===== src/hw/rtl/apt_pkg.sv =====
// Package for the absolute encoder position tracker.
// Holds the shared constants, codes and types. No dependencies.
`timescale 1ns / 1ps
`default_nettype none

package apt_pkg;

    // Ticks in one revolution. Must be a power of two: wrapping is a bit mask.
    localparam int TICKS_PER_REV = 65536;
    localparam int POS_W         = $clog2(TICKS_PER_REV);
    localparam int STEP_W        = POS_W + 1;
    localparam int HALF_REV      = TICKS_PER_REV / 2;

    localparam int RAW_W   = 16;
    localparam int ERR_W   = 8;
    localparam int CFG_W   = 16;
    localparam int DIST_W  = 32;
    localparam int VEL_W   = 32;
    localparam int RATE_W  = 16;

    localparam int ERR_LIMIT     = 50;
    localparam int ERR_CNT_W     = 6;
    localparam int ERR_INVALID   = 0;
    localparam int ERR_TIMEOUT   = 1;
    localparam int SPIKE_PERIOD  = 100;
    localparam int SPIKE_CNT_W   = 7;
    localparam int STABLE_NEEDED = 3;
    localparam int STABLE_W      = 2;
    localparam int DECAY_MUL     = 7;
    localparam int VEL_SHIFT     = 3;

    localparam logic [CFG_W-1:0] MAX_STEP_RST = 16'd112;
    localparam logic [RATE_W-1:0] RATE_RST    = 16'd1000;

    typedef enum logic [1:0] {
        FUNC_ACQUIRE = 2'd0,
        FUNC_CLEAR   = 2'd1,
        FUNC_CALIB   = 2'd2
    } t_func;

    typedef enum logic [1:0] {
        CFG_DIR      = 2'd0,
        CFG_OFFSET   = 2'd1,
        CFG_MAX_STEP = 2'd2,
        CFG_RATE     = 2'd3
    } t_cfg_idx;

    typedef struct packed {
        logic [POS_W-1:0]         pos;
        logic signed [STEP_W-1:0] check;
        logic signed [STEP_W-1:0] delta;
        logic                     in_range;
        logic                     delta_zero;
    } t_step_info;

endpackage

`default_nettype wire


===== src/hw/rtl/apt_in_if.sv =====
// Input channel of the position tracker: one encoder sample per transfer.
// Depends on apt_pkg for field widths.
`timescale 1ns / 1ps
`default_nettype none

interface apt_in_if;
    logic                        valid;
    logic                        ready;
    logic [1:0]                  func;
    logic [apt_pkg::RAW_W-1:0]   raw_position;
    logic [apt_pkg::ERR_W-1:0]   error_flags;

    modport source (output valid, func, raw_position, error_flags, input ready);
    modport sink   (input valid, func, raw_position, error_flags, output ready);
endinterface

`default_nettype wire


===== src/hw/rtl/apt_out_if.sv =====
// Output channel of the position tracker: one tracking result per transfer.
// Depends on apt_pkg for field widths.
`timescale 1ns / 1ps
`default_nettype none

interface apt_out_if;
    logic                                valid;
    logic                                ready;
    logic signed [apt_pkg::DIST_W-1:0]   signed_distance;
    logic signed [apt_pkg::VEL_W-1:0]    velocity;
    logic                                all_ok;
    logic                                invalid_fault;
    logic                                timeout_fault;
    logic                                spike_warning;
    logic signed [apt_pkg::STEP_W-1:0]   spike_step;

    modport source (output valid, signed_distance, velocity, all_ok, invalid_fault,
                    timeout_fault, spike_warning, spike_step, input ready);
    modport sink   (input valid, signed_distance, velocity, all_ok, invalid_fault,
                    timeout_fault, spike_warning, spike_step, output ready);
endinterface

`default_nettype wire


===== src/hw/rtl/apt_step_calc.sv =====
// Position front end: offset removal, revolution wrap and step classification.
// Depends on apt_pkg.
`timescale 1ns / 1ps
`default_nettype none

module apt_step_calc (
    input  wire logic [apt_pkg::RAW_W-1:0]  i_raw,
    input  wire logic [apt_pkg::CFG_W-1:0]  i_offset,
    input  wire logic [apt_pkg::POS_W-1:0]  i_last,
    input  wire logic [apt_pkg::POS_W-1:0]  i_sure,
    input  wire logic [apt_pkg::CFG_W-1:0]  i_max_step,
    output apt_pkg::t_step_info             o_info
);

    localparam int WIDE_W = apt_pkg::POS_W + 2;
    localparam int CMP_W  = (apt_pkg::CFG_W > WIDE_W ? apt_pkg::CFG_W : WIDE_W) + 2;

    logic [apt_pkg::RAW_W-1:0]  diff_raw;
    logic [apt_pkg::POS_W-1:0]  pos;
    logic signed [WIDE_W-1:0]   check_w;
    logic signed [WIDE_W-1:0]   delta_w;
    logic signed [CMP_W-1:0]    check_c;
    logic signed [CMP_W-1:0]    max_c;

    // Difference of two positions, brought into [-HALF_REV, HALF_REV].
    function automatic logic signed [WIDE_W-1:0] wrap_diff(
        input logic [apt_pkg::POS_W-1:0] a,
        input logic [apt_pkg::POS_W-1:0] b
    );
        logic signed [WIDE_W-1:0] d;
        begin
            d = $signed({2'b00, a}) - $signed({2'b00, b});
            if (d > $signed(WIDE_W'(apt_pkg::HALF_REV))) begin
                d = d - $signed(WIDE_W'(apt_pkg::TICKS_PER_REV));
            end else if (d < -$signed(WIDE_W'(apt_pkg::HALF_REV))) begin
                d = d + $signed(WIDE_W'(apt_pkg::TICKS_PER_REV));
            end
            return d;
        end
    endfunction

    always_comb begin
        diff_raw = i_raw - i_offset;
        pos      = diff_raw[apt_pkg::POS_W-1:0];
        check_w  = wrap_diff(pos, i_last);
        delta_w  = wrap_diff(pos, i_sure);
        check_c  = CMP_W'(check_w);
        max_c    = $signed(CMP_W'(i_max_step));

        o_info.pos        = pos;
        o_info.check      = check_w[apt_pkg::STEP_W-1:0];
        o_info.delta      = delta_w[apt_pkg::STEP_W-1:0];
        o_info.in_range   = (check_c >= -max_c) && (check_c <= max_c);
        o_info.delta_zero = (delta_w == '0);
    end

endmodule

`default_nettype wire


===== src/hw/rtl/apt_vel_filter.sv =====
// Velocity IIR filter: (7*v + sign*rate*delta) >>> 3, kept to 32 bits.
// Depends on apt_pkg.
`timescale 1ns / 1ps
`default_nettype none

module apt_vel_filter (
    input  wire logic signed [apt_pkg::VEL_W-1:0]  i_vel,
    input  wire logic                              i_add_en,
    input  wire logic                              i_sgn_neg,
    input  wire logic [apt_pkg::RATE_W-1:0]        i_rate,
    input  wire logic signed [apt_pkg::STEP_W-1:0] i_delta,
    output      logic signed [apt_pkg::VEL_W-1:0]  o_vel
);

    localparam int DS_W   = apt_pkg::STEP_W + 1;
    localparam int PROD_W = DS_W + apt_pkg::RATE_W + 1;
    localparam int SUM_W  = apt_pkg::VEL_W + 5;

    logic signed [DS_W-1:0]   delta_s;
    logic signed [PROD_W-1:0] prod;
    logic signed [SUM_W-1:0]  vel_x;
    logic signed [SUM_W-1:0]  decay;
    logic signed [SUM_W-1:0]  sum;

    always_comb begin
        delta_s = i_sgn_neg ? -DS_W'(i_delta) : DS_W'(i_delta);
        prod    = PROD_W'(delta_s) * $signed({1'b0, i_rate});
        vel_x   = SUM_W'(i_vel);
        decay   = vel_x * $signed(SUM_W'(apt_pkg::DECAY_MUL));
        sum     = decay + (i_add_en ? SUM_W'(prod) : '0);
        o_vel   = sum[apt_pkg::VEL_SHIFT +: apt_pkg::VEL_W];
    end

endmodule

`default_nettype wire


===== src/hw/rtl/abs_encoder_position_tracker_core.sv =====
// Absolute encoder position tracker, top level.
// Each result is registered and presented in the cycle after its sample transfer.
// Throughput: one sample per cycle; the output register frees the input side
// whenever the result is taken in the same cycle.
// Reset (synchronous, active low) restores all state but the result payload.
// Depends on apt_pkg, apt_in_if, apt_out_if, apt_step_calc and apt_vel_filter.
`timescale 1ns / 1ps
`default_nettype none

module abs_encoder_position_tracker_core (
    input  wire logic                        i_clk,
    input  wire logic                        i_rst_n,
    input  wire logic                        i_cfg_we,
    input  wire logic [1:0]                  i_cfg_idx,
    input  wire logic [apt_pkg::CFG_W-1:0]   i_cfg_data,
    apt_in_if.sink                           i_sample,
    apt_out_if.source                        o_result
);

    // Configuration registers.
    logic [1:0]                  r_dir;
    logic [apt_pkg::CFG_W-1:0]   r_offset;
    logic [apt_pkg::CFG_W-1:0]   r_max_step;
    logic [apt_pkg::RATE_W-1:0]  r_rate;

    // Tracking state.
    logic [apt_pkg::DIST_W-1:0]       r_dist, n_dist;
    logic [apt_pkg::POS_W-1:0]        r_last, n_last;
    logic [apt_pkg::POS_W-1:0]        r_sure, n_sure;
    logic signed [apt_pkg::VEL_W-1:0] r_vel, n_vel;
    logic [apt_pkg::ERR_CNT_W-1:0]    r_inv_cnt, n_inv_cnt;
    logic [apt_pkg::ERR_CNT_W-1:0]    r_to_cnt, n_to_cnt;
    logic [apt_pkg::STABLE_W-1:0]     r_stable, n_stable;
    logic                             r_not_cal, n_not_cal;
    logic                             r_not_init, n_not_init;
    logic                             r_inv_latch, n_inv_latch;
    logic                             r_to_latch, n_to_latch;
    logic [apt_pkg::SPIKE_CNT_W-1:0]  r_spike_cnt, n_spike_cnt;

    // Result register.
    logic                               r_out_valid;
    logic signed [apt_pkg::DIST_W-1:0]  r_out_dist, n_out_dist;
    logic                               r_out_ok, n_out_ok;
    logic                               r_out_warn, n_out_warn;
    logic signed [apt_pkg::STEP_W-1:0]  r_out_spike, n_out_spike;

    logic                             in_fire;
    logic                             good;
    logic                             sgn_zero;
    logic                             sgn_neg;
    logic                             add_en;
    logic [apt_pkg::POS_W-1:0]        init_last;
    logic [apt_pkg::SPIKE_CNT_W-1:0]  spike_inc;
    logic [apt_pkg::STABLE_W:0]       stable_inc;
    logic signed [apt_pkg::VEL_W-1:0] filt_vel;
    apt_pkg::t_step_info              step;
    apt_pkg::t_func                   func;

    apt_step_calc u_step (
        .i_raw      (i_sample.raw_position),
        .i_offset   (r_offset),
        .i_last     (r_last),
        .i_sure     (r_sure),
        .i_max_step (r_max_step),
        .o_info     (step)
    );

    assign add_en = step.in_range && !step.delta_zero;

    apt_vel_filter u_vel (
        .i_vel     (r_vel),
        .i_add_en  (add_en),
        .i_sgn_neg (sgn_neg),
        .i_rate    (r_rate),
        .i_delta   (step.delta),
        .o_vel     (filt_vel)
    );

    assign sgn_zero = (r_dir == 2'b00);
    assign sgn_neg  = r_dir[1];
    assign good     = (i_sample.error_flags == '0);
    assign func     = apt_pkg::t_func'(i_sample.func);

    assign i_sample.ready = !r_out_valid || o_result.ready;
    assign in_fire        = i_sample.valid && i_sample.ready;

    always_comb begin
        n_dist      = r_dist;
        n_last      = r_last;
        n_sure      = r_sure;
        n_vel       = r_vel;
        n_inv_cnt   = r_inv_cnt;
        n_to_cnt    = r_to_cnt;
        n_stable    = r_stable;
        n_not_cal   = r_not_cal;
        n_not_init  = r_not_init;
        n_inv_latch = r_inv_latch;
        n_to_latch  = r_to_latch;
        n_spike_cnt = r_spike_cnt;
        n_out_warn  = 1'b0;
        n_out_spike = '0;
        init_last   = (r_stable == '0) ? step.pos : r_last;
        stable_inc  = {1'b0, r_stable} + 1'b1;
        spike_inc   = r_spike_cnt + 1'b1;

        case (func)
            apt_pkg::FUNC_CLEAR: begin
                n_inv_cnt   = '0;
                n_to_cnt    = '0;
                n_inv_latch = 1'b0;
                n_to_latch  = 1'b0;
            end
            apt_pkg::FUNC_CALIB: begin
                n_not_cal  = 1'b0;
                n_not_init = 1'b1;
            end
            apt_pkg::FUNC_ACQUIRE: begin
                if (!sgn_zero) begin
                    // Error run counters saturate one past the limit, then latch.
                    if (good) begin
                        n_inv_cnt = '0;
                        n_to_cnt  = '0;
                    end else begin
                        if (i_sample.error_flags[apt_pkg::ERR_INVALID]) begin
                            if (r_inv_cnt > apt_pkg::ERR_CNT_W'(apt_pkg::ERR_LIMIT)) begin
                                n_inv_latch = 1'b1;
                            end else begin
                                n_inv_cnt = r_inv_cnt + 1'b1;
                            end
                        end else begin
                            n_inv_cnt = '0;
                        end
                        if (i_sample.error_flags[apt_pkg::ERR_TIMEOUT]) begin
                            if (r_to_cnt > apt_pkg::ERR_CNT_W'(apt_pkg::ERR_LIMIT)) begin
                                n_to_latch = 1'b1;
                            end else begin
                                n_to_cnt = r_to_cnt + 1'b1;
                            end
                        end else begin
                            n_to_cnt = '0;
                        end
                    end

                    if (r_not_init) begin
                        if (!good) begin
                            n_stable = '0;
                        end else begin
                            n_last = init_last;
                            if (init_last != step.pos) begin
                                n_stable = '0;
                            end else if (stable_inc >= (apt_pkg::STABLE_W + 1)'(
                                         apt_pkg::STABLE_NEEDED)) begin
                                n_last     = step.pos;
                                n_sure     = step.pos;
                                n_dist     = apt_pkg::DIST_W'(step.pos);
                                n_stable   = '0;
                                n_not_init = 1'b0;
                            end else begin
                                n_stable = stable_inc[apt_pkg::STABLE_W-1:0];
                            end
                        end
                        n_vel = '0;
                    end else if (good) begin
                        n_last = step.pos;
                        n_vel  = filt_vel;
                        if (step.in_range) begin
                            if (!step.delta_zero) begin
                                n_sure = step.pos;
                                n_dist = r_dist + apt_pkg::DIST_W'(step.delta);
                            end
                        end else if (spike_inc >= apt_pkg::SPIKE_CNT_W'(
                                     apt_pkg::SPIKE_PERIOD)) begin
                            n_spike_cnt = '0;
                            n_out_warn  = 1'b1;
                            n_out_spike = step.check;
                        end else begin
                            n_spike_cnt = spike_inc;
                        end
                    end
                end
            end
            default: begin
            end
        endcase

        if (sgn_zero) begin
            n_out_dist = '0;
        end else if (sgn_neg) begin
            n_out_dist = -$signed(n_dist);
        end else begin
            n_out_dist = $signed(n_dist);
        end
        n_out_ok = !sgn_zero && !n_not_cal && !n_not_init && !n_inv_latch && !n_to_latch;
    end

    always_ff @(posedge i_clk) begin
        if (!i_rst_n) begin
            r_dir      <= 2'b00;
            r_offset   <= '0;
            r_max_step <= apt_pkg::MAX_STEP_RST;
            r_rate     <= apt_pkg::RATE_RST;
        end else if (i_cfg_we) begin
            case (apt_pkg::t_cfg_idx'(i_cfg_idx))
                apt_pkg::CFG_DIR:      r_dir      <= i_cfg_data[1:0];
                apt_pkg::CFG_OFFSET:   r_offset   <= i_cfg_data;
                apt_pkg::CFG_MAX_STEP: r_max_step <= i_cfg_data;
                apt_pkg::CFG_RATE:     r_rate     <= i_cfg_data;
                default: begin
                end
            endcase
        end
    end

    always_ff @(posedge i_clk) begin
        if (!i_rst_n) begin
            r_dist      <= '0;
            r_last      <= '0;
            r_sure      <= '0;
            r_vel       <= '0;
            r_inv_cnt   <= '0;
            r_to_cnt    <= '0;
            r_stable    <= '0;
            r_not_cal   <= 1'b1;
            r_not_init  <= 1'b1;
            r_inv_latch <= 1'b0;
            r_to_latch  <= 1'b0;
            r_spike_cnt <= '0;
            r_out_valid <= 1'b0;
        end else begin
            if (in_fire) begin
                r_dist      <= n_dist;
                r_last      <= n_last;
                r_sure      <= n_sure;
                r_vel       <= n_vel;
                r_inv_cnt   <= n_inv_cnt;
                r_to_cnt    <= n_to_cnt;
                r_stable    <= n_stable;
                r_not_cal   <= n_not_cal;
                r_not_init  <= n_not_init;
                r_inv_latch <= n_inv_latch;
                r_to_latch  <= n_to_latch;
                r_spike_cnt <= n_spike_cnt;
                r_out_valid <= 1'b1;
            end else if (o_result.ready) begin
                r_out_valid <= 1'b0;
            end
        end
    end

    // Result payload; it only changes on a sample transfer.
    always_ff @(posedge i_clk) begin
        if (in_fire) begin
            r_out_dist  <= n_out_dist;
            r_out_ok    <= n_out_ok;
            r_out_warn  <= n_out_warn;
            r_out_spike <= n_out_spike;
        end
    end

    assign o_result.valid           = r_out_valid;
    assign o_result.signed_distance = r_out_dist;
    assign o_result.velocity        = r_vel;
    assign o_result.all_ok          = r_out_ok;
    assign o_result.invalid_fault   = r_inv_latch;
    assign o_result.timeout_fault   = r_to_latch;
    assign o_result.spike_warning   = r_out_warn;
    assign o_result.spike_step      = r_out_spike;

endmodule

`default_nettype wire

===== src/flat_wrapper.sv =====
// flat-port wrapper written by rule: the top's interface ports become plain ports
module abs_encoder_position_tracker_core_flat 
  (i_clk, i_rst_n, i_cfg_we, i_cfg_idx, i_cfg_data, i_sample_valid, i_sample_func, i_sample_raw_position, i_sample_error_flags, i_sample_ready, o_result_valid, o_result_signed_distance, o_result_velocity, o_result_all_ok, o_result_invalid_fault, o_result_timeout_fault, o_result_spike_warning, o_result_spike_step, o_result_ready);
  apt_in_if i_sample_i ();
  apt_out_if o_result_i ();
  input  wire logic i_clk;
  input  wire logic i_rst_n;
  input  wire logic i_cfg_we;
  input  wire logic [1:0] i_cfg_idx;
  input  wire logic [apt_pkg::CFG_W-1:0] i_cfg_data;
  input wire logic [$bits(i_sample_i.valid)-1:0] i_sample_valid;
  input wire logic [$bits(i_sample_i.func)-1:0] i_sample_func;
  input wire logic [$bits(i_sample_i.raw_position)-1:0] i_sample_raw_position;
  input wire logic [$bits(i_sample_i.error_flags)-1:0] i_sample_error_flags;
  output wire logic [$bits(i_sample_i.ready)-1:0] i_sample_ready;
  output wire logic [$bits(o_result_i.valid)-1:0] o_result_valid;
  output wire logic [$bits(o_result_i.signed_distance)-1:0] o_result_signed_distance;
  output wire logic [$bits(o_result_i.velocity)-1:0] o_result_velocity;
  output wire logic [$bits(o_result_i.all_ok)-1:0] o_result_all_ok;
  output wire logic [$bits(o_result_i.invalid_fault)-1:0] o_result_invalid_fault;
  output wire logic [$bits(o_result_i.timeout_fault)-1:0] o_result_timeout_fault;
  output wire logic [$bits(o_result_i.spike_warning)-1:0] o_result_spike_warning;
  output wire logic [$bits(o_result_i.spike_step)-1:0] o_result_spike_step;
  input wire logic [$bits(o_result_i.ready)-1:0] o_result_ready;
  assign i_sample_i.valid = i_sample_valid;
  assign i_sample_i.func = i_sample_func;
  assign i_sample_i.raw_position = i_sample_raw_position;
  assign i_sample_i.error_flags = i_sample_error_flags;
  assign i_sample_ready = i_sample_i.ready;
  assign o_result_valid = o_result_i.valid;
  assign o_result_signed_distance = o_result_i.signed_distance;
  assign o_result_velocity = o_result_i.velocity;
  assign o_result_all_ok = o_result_i.all_ok;
  assign o_result_invalid_fault = o_result_i.invalid_fault;
  assign o_result_timeout_fault = o_result_i.timeout_fault;
  assign o_result_spike_warning = o_result_i.spike_warning;
  assign o_result_spike_step = o_result_i.spike_step;
  assign o_result_i.ready = o_result_ready;
  abs_encoder_position_tracker_core u_core (.i_clk(i_clk), .i_rst_n(i_rst_n), .i_cfg_we(i_cfg_we), .i_cfg_idx(i_cfg_idx), .i_cfg_data(i_cfg_data), .i_sample(i_sample_i), .o_result(o_result_i));
endmodule

===== config.mk =====
export PLATFORM = sky130hd
export DESIGN_NAME = abs_encoder_position_tracker_core_flat
export DESIGN_NICKNAME = d
export VERILOG_FILES = /design/src/hw/rtl/apt_pkg.sv /design/src/hw/rtl/apt_in_if.sv /design/src/hw/rtl/apt_out_if.sv /design/src/hw/rtl/apt_step_calc.sv /design/src/hw/rtl/apt_vel_filter.sv /design/src/hw/rtl/abs_encoder_position_tracker_core.sv /design/src/flat_wrapper.sv
export SDC_FILE = /design/constraint.sdc
export NUM_CORES = 2
export LEC_CHECK = 0
export ABC_AREA = 1
export BUFFER_PORTS_ARGS = -buffer_cell sky130_fd_sc_hd__buf_2
export CORE_MARGIN = 2
export CORE_UTILIZATION = 50
export DETAILED_ROUTE_END_ITERATION = 10
export GPL_TIMING_DRIVEN = 0
export PLACE_DENSITY = 0.67
export SLEW_MARGIN = 20
export SYNTH_ARGS = -nofsm -noshare
export SYNTH_HDL_FRONTEND = slang
export SYNTH_SLANG_ARGS = --single-unit

===== constraint.sdc =====
create_clock -name i_clk -period 15.4 [get_ports i_clk]
set_clock_uncertainty 0.05 [all_clocks]
set_input_delay 3.85 -clock i_clk [delete_from_list [all_inputs] [get_ports i_clk]]
set_output_delay 3.85 -clock i_clk [all_outputs]
set_load 0.01 [all_outputs]

==> run_results.csv <==
group,metric,value,unit
run_status,status,"completed",
place,place_congestion,0.993,
finish,final_nets,5604,
critical_path,reg2reg_setup_slack,3710,ps
synth,synth_top_cell_area_share,21.4,%
synth,synthTopCellsByArea,"fa_1 (21%), inv_1 (11%), nand2_1 (11%)",
timing,slew-limit-headroom,31.5,%
synth,ys_seq_area_share,15.1,%
timing,setup_viol,0,
place,post-dp-hpwl,83.7,mm
critical_path,critical_path.slowest_cell,"fa_1",
global_route,antenna_found_initial,2,
synth,synthTopCellsByCount,"inv_1 (1000), nand2_1 (1000), nor2_1 (472)",
critical_path,crit_end,"u_core.o_result.velocity[31]",
critical_path,end_kind,"flop",
critical_path,critical_path_required,15780,ps
route,drt_first_iter_violations,2388,
timing,fin_crit_sh,95.6,%
critical_path,cpMostUsedCell,"nand2_1",
clock_tree,numClockSinks,223,
synth,synth_nets,5422,
synth,synthesis.area,32900,µm²
synth,syn_area_per_cell,6.93,µm²
clock_tree,clk_latency,600,ps
route,vias_per_cell,5.30,
critical_path,r2r_cells,58,
synth,synth.largest_area_cell,"fa_1",
route,route.vias.total,30822,
job,cap_violations,0,
global_route,grt_pass1_wl,159,mm
critical_path,r2r-end,"u_core.o_result.velocity[31]",
place,io_buffers,135,
place,dp_cells,5746,
timing,period_minus_slack,14720,ps
timing,hold_viol,0,
global_route,grt_overflow,0,
critical_path,worstPathArrival,15100,ps
finish,stdcell_area,35900,µm²
clock_tree,ctsRootBufferMaster,"clkbuf_16",
route,drc,0,
critical_path,worst-path-stages,59,
synth,yosysUniqueCellTypes,65,
synth,ys_seq_elements,223,
finish,final_layout_size_suffix_gt1_share,7.70,%
hold_path,hp-class,"flop to flop",
finish,syn_to_final_growth,9.30,%
die,io_pins,136,
place,dp_slack,-1100,ps
critical_path,timing.rr.start,"u_core.r_offset[3]",
die,initial_core_util,50.3,%
die,num_rows,94,
global_route,grt_pass1_vias,30152,
critical_path,slowest_delay,550,ps
critical_path,critPathKind,"primary input to flop",
finish,diodes,0,
critical_path,path_buf_inv,12,
timing,whs,406,ps
die,die_h,260,µm
clock_tree,cts_hold_buf,0,
timing,slew_viol_final,0,
global_route,grtUsageTotal,29.5,%
timing,rsz0062_at_grt,"no",
die,die-area,67800,µm²
timing,setup_ws,678,ps
critical_path,crit_path_start_kind,"primary input",
synth,synth_edf_count,51,
global_route,grt_max_degree,53,
finish,instances_no_fill,5815,
critical_path,crit_fanout,10,
timing,timing.fmax,0.0679,GHz
die,fp.coreArea,65400,µm²
place,dpl-instance-area,34700,µm²
route,wl_per_cell,16.9,µm
clock_tree,cts_tree,"yes",
route,dr.pass1.iters,6,
synth,synthCells,4746,
synth,synth_warnings,0,
critical_path,path_delay_family,"adder cells",
clock_tree,cts.path.max_buffers,3,
synth,synthFlopType,"dfxtp_1",
route,ant_nets,0,
synth,synthArstFlopShare,0,%
finish,fill_cells,6620,
clock_tree,path_clk_slew,60,ps
clock_tree,htree_levels,1,
clock_tree,cts_buffers,29,
route,routed_wirelength,98.6,mm
critical_path,crit_path_start,"i_sample_raw_position[0]",
die,fp.dieW,260,µm
timing,tightest_slew,1020,ps
==> sequential cells by signal, indices dropped and copies added, names as in the netlist, 2 cells and up <==
signal	count
u_core.o_result.signed_distance	32
u_core.o_result.spike_step	17
u_core.o_result.velocity	32
u_core.r_dir	2
u_core.r_dist	32
u_core.r_inv_cnt	6
u_core.r_last	16
u_core.r_max_step	16
u_core.r_offset	16
u_core.r_rate	16
u_core.r_spike_cnt	7
u_core.r_stable	2
u_core.r_sure	16
u_core.r_to_cnt	6
==> worst min-delay path by stage <==
stage / start / end / slack [ps] / depth (start not counted)
CTS: u_core.r_offset[4] / u_core.r_offset[4] / 410 / 2
finish: u_core.r_offset[4] / u_core.r_offset[4] / 410 / 2
floorplan: u_core.r_not_cal / u_core.r_not_cal / 380 / 2
global route: u_core.r_sure[3] / u_core.r_sure[3] / 430 / 2
global placement: u_core.r_not_cal / u_core.r_not_cal / 390 / 2
detailed placement: u_core.r_offset[4] / u_core.r_offset[4] / 400 / 2
==> stage by stage <==
step / utilization [%] / setup TNS (ps)
5_1_grt: 55.0 / 0
3_3_place_gp: 53.0 / -9370
2_1_floorplan: - / 0
3_5_place_dp: 53.0 / -10460
6_report: 55.0 / 0
4_1_cts: 54.6 / 0
==> tightest hold or removal path, stage by stage, from the launching register on <==
cell     delay [ps]
dfxtp_1         300
inv_1            60
a21oi_1          50
==> routing by layer <==
| layer | GRT usage, % | share of wire [%] |
|---|---|---|
| met1 | 37.2 | 42 |
| met2 | 51.6 | 48 |
| met3 | 3.00 | 5.6 |
| met4 | 11.9 | 4.6 |
| met5 | 0 | 0 |
==> layout make-up <==
type                    instances  area [µm²]  area share (%)
repair buffers                153         856            2.38
inverters                    1029        3880            10.8
well taps                     864        1080            3.01
multi-input cells            3373       23600            65.7
flip-flops and latches        223        4970            13.8
clock buffers                  36         782            2.18
clock inverters                18         209           0.581
plain buffers                 119         551            1.53
==> kinds of logic (layout without fill, tap and decap cells) <==
| family | after synthesis | in the layout | share of synthesized area, % |
|---|---|---|---|
| AND/OR/NAND/NOR | 1929 | 1929 | 25.0 |
| adder cells (fa/ha/maj) | 627 | 627 | 31.9 |
| buffers and inverters | 1150 | 1355 | 13.4 |
| flip-flops | 223 | 223 | 15.1 |
| XOR/XNOR | 93 | 93 | 2.52 |
| AO/OA/AOI/OAI | 724 | 724 | 12.1 |
==> layout by cell type (no fill, tap or decap), drive strengths merged, types with 25 or more instances in the layout <==
cell type / n
nand2: 1033
inv: 1012
nor2: 494
a21oi: 354
fa: 351
ha: 276
o21ai: 255
nand3: 242
buf: 182
dfxtp: 172
clkbuf: 126
nand4: 57
xor2: 54
edfxtp: 51
nor3: 42
xnor2: 39
o211ai: 33
or2: 25
==> timing repair <==
item / in CTS / in global routing
endpoints found under the setup margin: 8 / 17
cloned: 0 / 0
buffers inserted: 1 / 16
gates resized for setup: 3 / 51
pin swaps: 0 / 1
Power is not shown: default switching activity piles up to over one toggle a cycle in this logic, so the estimate is an artifact.
